### config.mk
export PLATFORM = sky130hd
export DESIGN_NAME = nested_clip_rectangle_stack_core
export DESIGN_NICKNAME = d
export VERILOG_FILES = /design/src/rtl/core/ncrs_pkg.sv /design/src/rtl/core/nested_clip_rectangle_stack_core.sv
export SDC_FILE = /design/constraint.sdc
export NUM_CORES = 2
export LEC_CHECK = 0
export BUFFER_PORTS_ARGS = -buffer_cell sky130_fd_sc_hd__buf_2
export CORE_MARGIN = 4
export CORE_UTILIZATION = 55
export DETAILED_ROUTE_END_ITERATION = 12
export PLACE_DENSITY = 0.8
export SYNTH_ARGS = -nofsm -noshare
export SYNTH_HDL_FRONTEND = slang
export SYNTH_SLANG_ARGS = --single-unit
### constraint.sdc
create_clock -name clk -period 25.2 [get_ports clk]
set_input_delay 1.26 -clock clk [delete_from_list [all_inputs] [get_ports clk]]
set_output_delay 1.26 -clock clk [all_outputs]
set_load 0.01 [all_outputs]
### src/rtl/core/ncrs_pkg.sv
`timescale 1ns / 1ps
`default_nettype none

package ncrs_pkg;

    localparam int CLIP_DEPTH   = 16;
    localparam int OFFSET_DEPTH = 16;

    localparam int CLIP_CNT_W = $clog2(CLIP_DEPTH + 1);
    localparam int CLIP_IDX_W = (CLIP_DEPTH > 1) ? $clog2(CLIP_DEPTH) : 1;
    localparam int OFS_CNT_W  = $clog2(OFFSET_DEPTH + 1);
    localparam int OFS_IDX_W  = (OFFSET_DEPTH > 1) ? $clog2(OFFSET_DEPTH) : 1;

    // accumulated offset: sum of up to OFFSET_DEPTH signed 16-bit values
    localparam int OFS_W  = 17 + $clog2(OFFSET_DEPTH);
    // corners carry one offset subtract and one width add on top of that
    localparam int COR_W  = OFS_W + 2;
    // working width for differences and the y flip
    localparam int CALC_W = OFS_W + 4;

    localparam logic signed [CALC_W-1:0] SAT_HI = CALC_W'(32767);
    localparam logic signed [CALC_W-1:0] SAT_LO = CALC_W'(-32768);

    typedef enum logic [1:0] {
        OP_PUSH_CLIP = 2'd0,
        OP_POP_CLIP  = 2'd1,
        OP_PUSH_OFS  = 2'd2,
        OP_POP_OFS   = 2'd3
    } op_t;

    typedef enum logic [2:0] {
        ST_OK         = 3'd0,
        ST_CLIP_FULL  = 3'd1,
        ST_CLIP_EMPTY = 3'd2,
        ST_OFS_FULL   = 3'd3,
        ST_OFS_EMPTY  = 3'd4
    } status_t;

    typedef struct packed {
        logic signed [15:0] x;
        logic signed [15:0] y;
        logic signed [15:0] w;
        logic signed [15:0] h;
    } clip_rect_t;

    typedef struct packed {
        logic signed [15:0] x;
        logic signed [15:0] y;
    } shift_t;

    function automatic logic signed [15:0] sat16(input logic signed [CALC_W-1:0] v);
        logic signed [15:0] r;
        if (v > SAT_HI)
            r = 16'sh7FFF;
        else if (v < SAT_LO)
            r = 16'sh8000;
        else
            r = v[15:0];
        return r;
    endfunction

endpackage

`default_nettype wire

### src/rtl/core/nested_clip_rectangle_stack_core.sv
`timescale 1ns / 1ps
`default_nettype none

// Scissor stack: nested clip rectangles plus a stack of x/y offsets. Every op
// (push/pop clip, push/pop offset) is one transfer: if unstalled, an item can be
// transferred on every clock, and its result shows up in the output register
// on the next cycle. The rate is set by the single intersection path from the
// input and state registers to the result register (offset subtract, min/max
// against the current corners, inversion compare, size subtract, y flip and
// saturation). Both stacks live in small memories with a registered read that
// is pointed ahead at the entry a pop will need, so pops also run every cycle.
// No clearing pass is needed after reset. window_height is taken on cfg_wr_en
// and should only change while the block is idle.
module nested_clip_rectangle_stack_core (
    input  logic               clk,
    input  logic               rst_n,

    input  logic               cfg_wr_en,
    input  logic [14:0]        cfg_wr_data,

    input  logic               in_valid,
    output logic               in_stall,
    input  logic [1:0]         op,
    input  logic signed [15:0] rect_x,
    input  logic signed [15:0] rect_y,
    input  logic signed [15:0] rect_w,
    input  logic signed [15:0] rect_h,
    input  logic signed [15:0] shift_x,
    input  logic signed [15:0] shift_y,

    output logic               out_valid,
    input  logic               out_stall,
    output logic [2:0]         status,
    output logic               clip_enable,
    output logic signed [15:0] clip_x,
    output logic signed [15:0] clip_y,
    output logic signed [15:0] clip_w,
    output logic signed [15:0] clip_h
);

    localparam int CLIP_CNT_W = ncrs_pkg::CLIP_CNT_W;
    localparam int CLIP_IDX_W = ncrs_pkg::CLIP_IDX_W;
    localparam int OFS_CNT_W  = ncrs_pkg::OFS_CNT_W;
    localparam int OFS_IDX_W  = ncrs_pkg::OFS_IDX_W;
    localparam int OFS_W      = ncrs_pkg::OFS_W;
    localparam int COR_W      = ncrs_pkg::COR_W;
    localparam int CALC_W     = ncrs_pkg::CALC_W;

    // state
    logic [14:0]                  win_h_reg;
    logic [CLIP_CNT_W-1:0]        clip_cnt_reg, clip_cnt_next;
    logic [OFS_CNT_W-1:0]         ofs_cnt_reg, ofs_cnt_next;
    logic signed [OFS_W-1:0]      ofs_x_reg, ofs_x_next;
    logic signed [OFS_W-1:0]      ofs_y_reg, ofs_y_next;
    logic signed [COR_W-1:0]      lo_x_reg, lo_x_next;
    logic signed [COR_W-1:0]      lo_y_reg, lo_y_next;
    logic signed [COR_W-1:0]      hi_x_reg, hi_x_next;
    logic signed [COR_W-1:0]      hi_y_reg, hi_y_next;
    ncrs_pkg::clip_rect_t         top_reg, top_next;

    // stacks, plus prefetched entries: the one under the clip top, the offset top
    ncrs_pkg::clip_rect_t         clip_mem [ncrs_pkg::CLIP_DEPTH];
    ncrs_pkg::shift_t             ofs_mem  [ncrs_pkg::OFFSET_DEPTH];
    ncrs_pkg::clip_rect_t         under_reg;
    ncrs_pkg::shift_t             ofs_top_reg;

    // result register
    logic                         out_valid_reg, out_valid_next;
    logic [2:0]                   status_reg;
    logic                         enable_reg;
    ncrs_pkg::clip_rect_t         res_reg;

    logic                         in_xfer;
    ncrs_pkg::op_t                op_in;
    ncrs_pkg::status_t            status_next;
    logic                         clip_we;
    logic                         ofs_we;
    logic [CLIP_CNT_W-1:0]        clip_rd_cnt;
    logic [OFS_CNT_W-1:0]         ofs_rd_cnt;

    // push-clip datapath
    logic signed [CALC_W-1:0]     hgt;
    logic signed [CALC_W-1:0]     lx, ly, rx, ry;
    logic signed [CALC_W-1:0]     nlo_x, nlo_y, nhi_x, nhi_y;
    logic signed [CALC_W-1:0]     nw, nh, ny;
    logic                         inverted;
    ncrs_pkg::clip_rect_t         push_rect;

    // pop-clip corner rebuild
    logic signed [CALC_W-1:0]     plo_x, plo_y, phi_x, phi_y;

    assign in_xfer  = in_valid && !in_stall;
    assign in_stall = out_valid_reg && out_stall;
    assign op_in    = ncrs_pkg::op_t'(op);
    assign hgt      = CALC_W'(win_h_reg);

    always_comb
    begin
        lx = CALC_W'(rect_x) - CALC_W'(ofs_x_reg);
        ly = CALC_W'(rect_y) - CALC_W'(ofs_y_reg);
        rx = lx + CALC_W'(rect_w);
        ry = ly + CALC_W'(rect_h);
        if (clip_cnt_reg == '0)
        begin
            nlo_x = lx;
            nlo_y = ly;
            nhi_x = rx;
            nhi_y = ry;
        end
        else
        begin
            nlo_x = (CALC_W'(lo_x_reg) > lx) ? CALC_W'(lo_x_reg) : lx;
            nlo_y = (CALC_W'(lo_y_reg) > ly) ? CALC_W'(lo_y_reg) : ly;
            nhi_x = (CALC_W'(hi_x_reg) < rx) ? CALC_W'(hi_x_reg) : rx;
            nhi_y = (CALC_W'(hi_y_reg) < ry) ? CALC_W'(hi_y_reg) : ry;
        end
        inverted = (nlo_x > nhi_x) || (nlo_y > nhi_y);
        nw = inverted ? '0 : (nhi_x - nlo_x);
        nh = inverted ? '0 : (nhi_y - nlo_y);
        ny = hgt - nlo_y - nh;
        push_rect.x = ncrs_pkg::sat16(nlo_x);
        push_rect.y = ncrs_pkg::sat16(ny);
        push_rect.w = ncrs_pkg::sat16(nw);
        push_rect.h = ncrs_pkg::sat16(nh);

        // corners rebuilt from the saturated entry that becomes the top
        plo_x = CALC_W'(under_reg.x);
        plo_y = hgt - CALC_W'(under_reg.y) - CALC_W'(under_reg.h);
        phi_x = plo_x + CALC_W'(under_reg.w);
        phi_y = plo_y + CALC_W'(under_reg.h);
    end

    always_comb
    begin
        clip_cnt_next = clip_cnt_reg;
        ofs_cnt_next  = ofs_cnt_reg;
        ofs_x_next    = ofs_x_reg;
        ofs_y_next    = ofs_y_reg;
        lo_x_next     = lo_x_reg;
        lo_y_next     = lo_y_reg;
        hi_x_next     = hi_x_reg;
        hi_y_next     = hi_y_reg;
        top_next      = top_reg;
        status_next   = ncrs_pkg::ST_OK;
        clip_we       = 1'b0;
        ofs_we        = 1'b0;
        case (op_in)
            ncrs_pkg::OP_PUSH_CLIP:
            begin
                if (clip_cnt_reg == CLIP_CNT_W'(ncrs_pkg::CLIP_DEPTH))
                    status_next = ncrs_pkg::ST_CLIP_FULL;
                else
                begin
                    clip_we       = in_xfer;
                    clip_cnt_next = clip_cnt_reg + 1'b1;
                    lo_x_next     = COR_W'(nlo_x);
                    lo_y_next     = COR_W'(nlo_y);
                    hi_x_next     = COR_W'(nhi_x);
                    hi_y_next     = COR_W'(nhi_y);
                    top_next      = push_rect;
                end
            end
            ncrs_pkg::OP_POP_CLIP:
            begin
                if (clip_cnt_reg == '0)
                    status_next = ncrs_pkg::ST_CLIP_EMPTY;
                else
                begin
                    clip_cnt_next = clip_cnt_reg - 1'b1;
                    // popping the last entry leaves the corners alone
                    if (clip_cnt_reg != CLIP_CNT_W'(1))
                    begin
                        lo_x_next = COR_W'(plo_x);
                        lo_y_next = COR_W'(plo_y);
                        hi_x_next = COR_W'(phi_x);
                        hi_y_next = COR_W'(phi_y);
                        top_next  = under_reg;
                    end
                end
            end
            ncrs_pkg::OP_PUSH_OFS:
            begin
                if (ofs_cnt_reg == OFS_CNT_W'(ncrs_pkg::OFFSET_DEPTH))
                    status_next = ncrs_pkg::ST_OFS_FULL;
                else
                begin
                    ofs_we       = in_xfer;
                    ofs_cnt_next = ofs_cnt_reg + 1'b1;
                    ofs_x_next   = ofs_x_reg + OFS_W'(shift_x);
                    ofs_y_next   = ofs_y_reg + OFS_W'(shift_y);
                end
            end
            ncrs_pkg::OP_POP_OFS:
            begin
                if (ofs_cnt_reg == '0)
                    status_next = ncrs_pkg::ST_OFS_EMPTY;
                else
                begin
                    ofs_cnt_next = ofs_cnt_reg - 1'b1;
                    ofs_x_next   = ofs_x_reg - OFS_W'(ofs_top_reg.x);
                    ofs_y_next   = ofs_y_reg - OFS_W'(ofs_top_reg.y);
                end
            end
            default:
            begin
                status_next = ncrs_pkg::ST_OK;
            end
        endcase
    end

    // read-ahead addresses follow the count after this cycle's transfer
    always_comb
    begin
        if (in_xfer)
        begin
            clip_rd_cnt = clip_cnt_next - CLIP_CNT_W'(2);
            ofs_rd_cnt  = ofs_cnt_next - OFS_CNT_W'(1);
        end
        else
        begin
            clip_rd_cnt = clip_cnt_reg - CLIP_CNT_W'(2);
            ofs_rd_cnt  = ofs_cnt_reg - OFS_CNT_W'(1);
        end
    end

    always_comb
    begin
        out_valid_next = out_valid_reg && out_stall;
        if (in_xfer)
            out_valid_next = 1'b1;
    end

    always_ff @(posedge clk)
    begin
        if (clip_we)
            clip_mem[clip_cnt_reg[CLIP_IDX_W-1:0]] <= push_rect;
        under_reg <= clip_mem[clip_rd_cnt[CLIP_IDX_W-1:0]];
    end

    always_ff @(posedge clk)
    begin
        if (ofs_we)
            ofs_mem[ofs_cnt_reg[OFS_IDX_W-1:0]] <= '{x: shift_x, y: shift_y};
        // a push reads the entry being written: take it from the input
        if (ofs_we)
            ofs_top_reg <= '{x: shift_x, y: shift_y};
        else
            ofs_top_reg <= ofs_mem[ofs_rd_cnt[OFS_IDX_W-1:0]];
    end

    always_ff @(posedge clk or negedge rst_n)
    begin
        if (!rst_n)
        begin
            win_h_reg     <= '0;
            clip_cnt_reg  <= '0;
            ofs_cnt_reg   <= '0;
            ofs_x_reg     <= '0;
            ofs_y_reg     <= '0;
            lo_x_reg      <= '0;
            lo_y_reg      <= '0;
            hi_x_reg      <= '0;
            hi_y_reg      <= '0;
            out_valid_reg <= 1'b0;
        end
        else
        begin
            if (cfg_wr_en)
                win_h_reg <= cfg_wr_data;
            out_valid_reg <= out_valid_next;
            if (in_xfer)
            begin
                clip_cnt_reg <= clip_cnt_next;
                ofs_cnt_reg  <= ofs_cnt_next;
                ofs_x_reg    <= ofs_x_next;
                ofs_y_reg    <= ofs_y_next;
                lo_x_reg     <= lo_x_next;
                lo_y_reg     <= lo_y_next;
                hi_x_reg     <= hi_x_next;
                hi_y_reg     <= hi_y_next;
            end
        end
    end

    always_ff @(posedge clk)
    begin
        if (in_xfer)
        begin
            top_reg    <= top_next;
            status_reg <= status_next;
            enable_reg <= (clip_cnt_next != '0);
            if (clip_cnt_next == '0)
                res_reg <= '0;
            else
                res_reg <= top_next;
        end
    end

    assign out_valid   = out_valid_reg;
    assign status      = status_reg;
    assign clip_enable = enable_reg;
    assign clip_x      = res_reg.x;
    assign clip_y      = res_reg.y;
    assign clip_w      = res_reg.w;
    assign clip_h      = res_reg.h;

    // the shown enable tracks the clip stack fill between transfers
    a_enable_matches_count: assert property (@(posedge clk) disable iff (!rst_n)
        out_valid_reg |-> (enable_reg == (clip_cnt_reg != '0)))
        else $error("clip_enable out of step with clip stack fill");

    a_clip_cnt_bound: assert property (@(posedge clk) disable iff (!rst_n)
        clip_cnt_reg <= CLIP_CNT_W'(ncrs_pkg::CLIP_DEPTH))
        else $error("clip stack fill beyond depth");

    a_ofs_cnt_bound: assert property (@(posedge clk) disable iff (!rst_n)
        ofs_cnt_reg <= OFS_CNT_W'(ncrs_pkg::OFFSET_DEPTH))
        else $error("offset stack fill beyond depth");

    a_full_push_no_change: assert property (@(posedge clk) disable iff (!rst_n)
        (in_xfer && op_in == ncrs_pkg::OP_PUSH_CLIP
            && clip_cnt_reg == CLIP_CNT_W'(ncrs_pkg::CLIP_DEPTH))
        |=> (clip_cnt_reg == $past(clip_cnt_reg)) && (status_reg == ncrs_pkg::ST_CLIP_FULL))
        else $error("push on full clip stack changed state");

    a_empty_result_zero: assert property (@(posedge clk) disable iff (!rst_n)
        (out_valid_reg && !enable_reg) |-> (res_reg == '0))
        else $error("clip fields not zero with empty clip stack");

endmodule

`default_nettype wire

==> metrics.txt <==
worst setup path class input port to flop; die area 170000 um^2; crit-path most repeated cell a21oi_1; critical path's largest stage delay 960 ps; Yosys warnings 0; # DRC 0; post-synthesis mux area share 12.8%; Starting Density 55.4%; post-CTS setup buffer count 0; Primary FF master, synth edfxtp_1; Worst-path clk slew 60 ps; Final ANT Viol Nets 0; Final Skew 78.4 ps; Synth Area in XOR/XNOR 2.06%; largest family of logic cells by synthesized area multiplexers; Seq cells post-synth 1896; Longest Clk Path Bufs 3; Syn Area/Cell 14.7 um^2; GPL Wtd Cong 0.981; layout cells sized above 1 18.0%; CP top delay family compound AO/OA/AOI/OAI gates; wire per inst 29.8 um; Total GRT Usage 30.4%; post-synthesis adder-cell area fraction 6.42%; routing usage on met1 40.5%; total CTS buffers 184; vias in the first global route 57200; Worst-Margin Slew 1390 ps; grt met2 use 47.9%; Synth async-reset ratio 8.44%; Startpoint Class input port; I/O pin count 188; core box area 163000 um^2; Die X 413 um; Die Ht 413 um; largest net degree at the start of global routing 138; worst path buffer plus inverter count 7; status completed; Synth Cell Area 90200 um^2; nets 6916; CP Capture Type flop; DP HPWL 160000 um; critical path's slowest cell xor2_1; Synthesized Nets 6672; R2R setup slack 8110 ps; Fmax achieved 0.0578 GHz; busiest grt layer met2; post-synthesis sequential area ratio 61.5%; Starting DRT DRC Count 8568; post-CTS sizing 0; routed vias/inst 6.59; # Max-Cap Violations 0; number of flops mapped to enable cells by yosys 1668; port bufs 187; Clock Sinks 1896; Layout area overhead 11.0%; max FFs per register 1024; root buf cell clkbuf_16; Tmin final 17300 ps; TritonCTS clock tree built; via total after detailed routing 57400; CP required 25680 ps; Final period util 68.6%; clk_lat worst skew 870 ps; first-pass GRT wire length 380000 um; Hold Buf Count CTS 0; met3 Use GR 6.41%; RSZ-0062 raised after global routing false; final setup fails 0; Detailed Routing Iterations Pass 1 9; Post-Synthesis Cells 6116; Simple-Gate Fraction of Synth Area 5.87%; compound-gate portion of the synthesized area 8.43%; crit path max fanout 43; WL final 260000 um; critical path arrival 17770 ps; fill cell count 11400; CTS H-tree depth 4; post-route setup TNS 0 ps; relative slew slack 7.02%; row cnt 148; Max Slew Vio Count 0; HP Class input port to asynchronous set/reset pin; synth unique cells 96; total global routing overflow 0; initial antenna violation count 22; Hold Violations, Final 0
==> placed cells by master, fill, tap and decap left out, types with 18 or more instances in the layout <==
| master | netlist | layout |
|---|---|---|
| edfxtp_1 | 1668 | 1668 |
| mux4_2 | 480 | 480 |
| inv_1 | 442 | 442 |
| ha_1 | 399 | 398 |
| nand2_1 | 388 | 384 |
| a21oi_1 | 341 | 340 |
| o21ai_0 | 296 | 296 |
| nor2_1 | 304 | 287 |
| buf_2 | 7 | 186 |
| clkbuf_16 | 0 | 184 |
| dfrtp_1 | 160 | 160 |
| xnor2_1 | 130 | 129 |
| buf_4 | 3 | 119 |
| a21o_1 | 110 | 109 |
| xor2_1 | 82 | 81 |
| dfxtp_1 | 68 | 64 |
| nand3_1 | 63 | 63 |
| nor3_1 | 62 | 62 |
| clkbuf_1 | 191 | 56 |
| a211oi_1 | 48 | 48 |
| o21a_1 | 46 | 45 |
| nand2b_1 | 46 | 45 |
| and3_1 | 53 | 45 |
| o31ai_1 | 44 | 44 |
| o21bai_1 | 43 | 43 |
| nor2b_1 | 44 | 43 |
| mux2i_1 | 44 | 43 |
| fa_1 | 39 | 39 |
| a31oi_1 | 31 | 31 |
| or3_1 | 31 | 31 |
| nand4_1 | 27 | 27 |
| clkinv_1 | 1 | 26 |
| mux2_2 | 23 | 23 |
| clkinv_2 | 0 | 23 |
| or2_2 | 20 | 20 |
| a21boi_0 | 19 | 19 |
| a22oi_1 | 19 | 19 |
| and2_1 | 26 | 18 |
| a222oi_1 | 18 | 18 |
==> final cells by class <==
| cell class | instances | area (um^2) | share of cell area, % |
|---|---|---|---|
| flip-flops and latches | 1896 | 55500 | 55.4 |
| multi-input cells | 3528 | 32400 | 32.3 |
| clock buffers | 248 | 4920 | 4.92 |
| well taps | 2175 | 2720 | 2.72 |
| repair buffers | 307 | 1860 | 1.85 |
| inverters | 443 | 1670 | 1.67 |
| clock inverters | 95 | 1010 | 1.01 |
| diodes | 17 | 42.5 | 0.0425 |
==> path summary, 6_finish.rpt <==
| path | from | endpoint | depth (start not counted) |
|---|---|---|---|
| worst max-delay path | rect_y[0] | clip_mem[10][33] | 71 |
| worst min-delay path | rst_n | win_h_reg[14] | 1 |
| worst max register to register | ofs_y_reg[0] | clip_mem[10][33] | 69 |
| worst min register to register | ofs_cnt_reg[4] | ofs_cnt_reg[4] | 1 |
| max in group asynchronous | rst_n | ofs_x_reg[1] | 3 |
| min in group clk | ofs_cnt_reg[4] | ofs_cnt_reg[4] | 1 |
==> kinds of logic (layout without fill, tap and decap cells) <==
family	after synthesis	in the layout
flops	1896	1896
compound gates	1195	1195
simple gates	1132	1132
buf+inv	692	1093
mux	550	550
fa+ha+maj	439	439
xor+xnor	212	212
other cells	0	17
==> Yosys cell counts (43+ instances only) <==
master    number  area, um^2
mux2i_1       44         440
dfxtp_1       68        1360
mux4_2       480       10800
a211oi_1      48         360
nor3_1        62         310
and3_1        53         332
buf_1         47         176
nand2b_1      46         288
a21o_1       110         826
inv_1        442        1660
xnor2_1      130        1140
a21oi_1      341        1710
xor2_1        82         718
nand2_1      388        1460
nor2_1       304        1140
o31ai_1       44         330
ha_1         399        4990
dfrtp_1      160        4000
o21bai_1      43         323
edfxtp_1    1668       50100
clkbuf_1     191         717
nand3_1       63         315
o21a_1        46         345
nor2b_1       44         275
o21ai_0      296        1480
==> through the flow <==
stage	util [%]	hold WS, ps	area [um^2]	instances	setup WS (ps)
5_1_grt	61.5	510	100000	8705	6590
2_1_floorplan	-	455	90200	6116	10540
3_3_place_gp	57.8	475	94100	8349	8240
4_1_cts	61.4	493	100000	8692	8360
3_5_place_dp	57.8	481	94100	8349	7610
6_report	61.5	482	100000	8709	7900
==> per-layer routing <==
| metal | vias to the layer above | share of wire, % |
|---|---|---|
| met3 | 776 | 11 |
| met2 | 3890 | 47 |
| met4 | 6 | 5.8 |
| met1 | 28600 | 36 |
| li1 | 24100 | - |
| met5 | - | 0.017 |
Power is not shown: default switching activity piles up to over one toggle a cycle in this logic, so the estimate is an artifact.
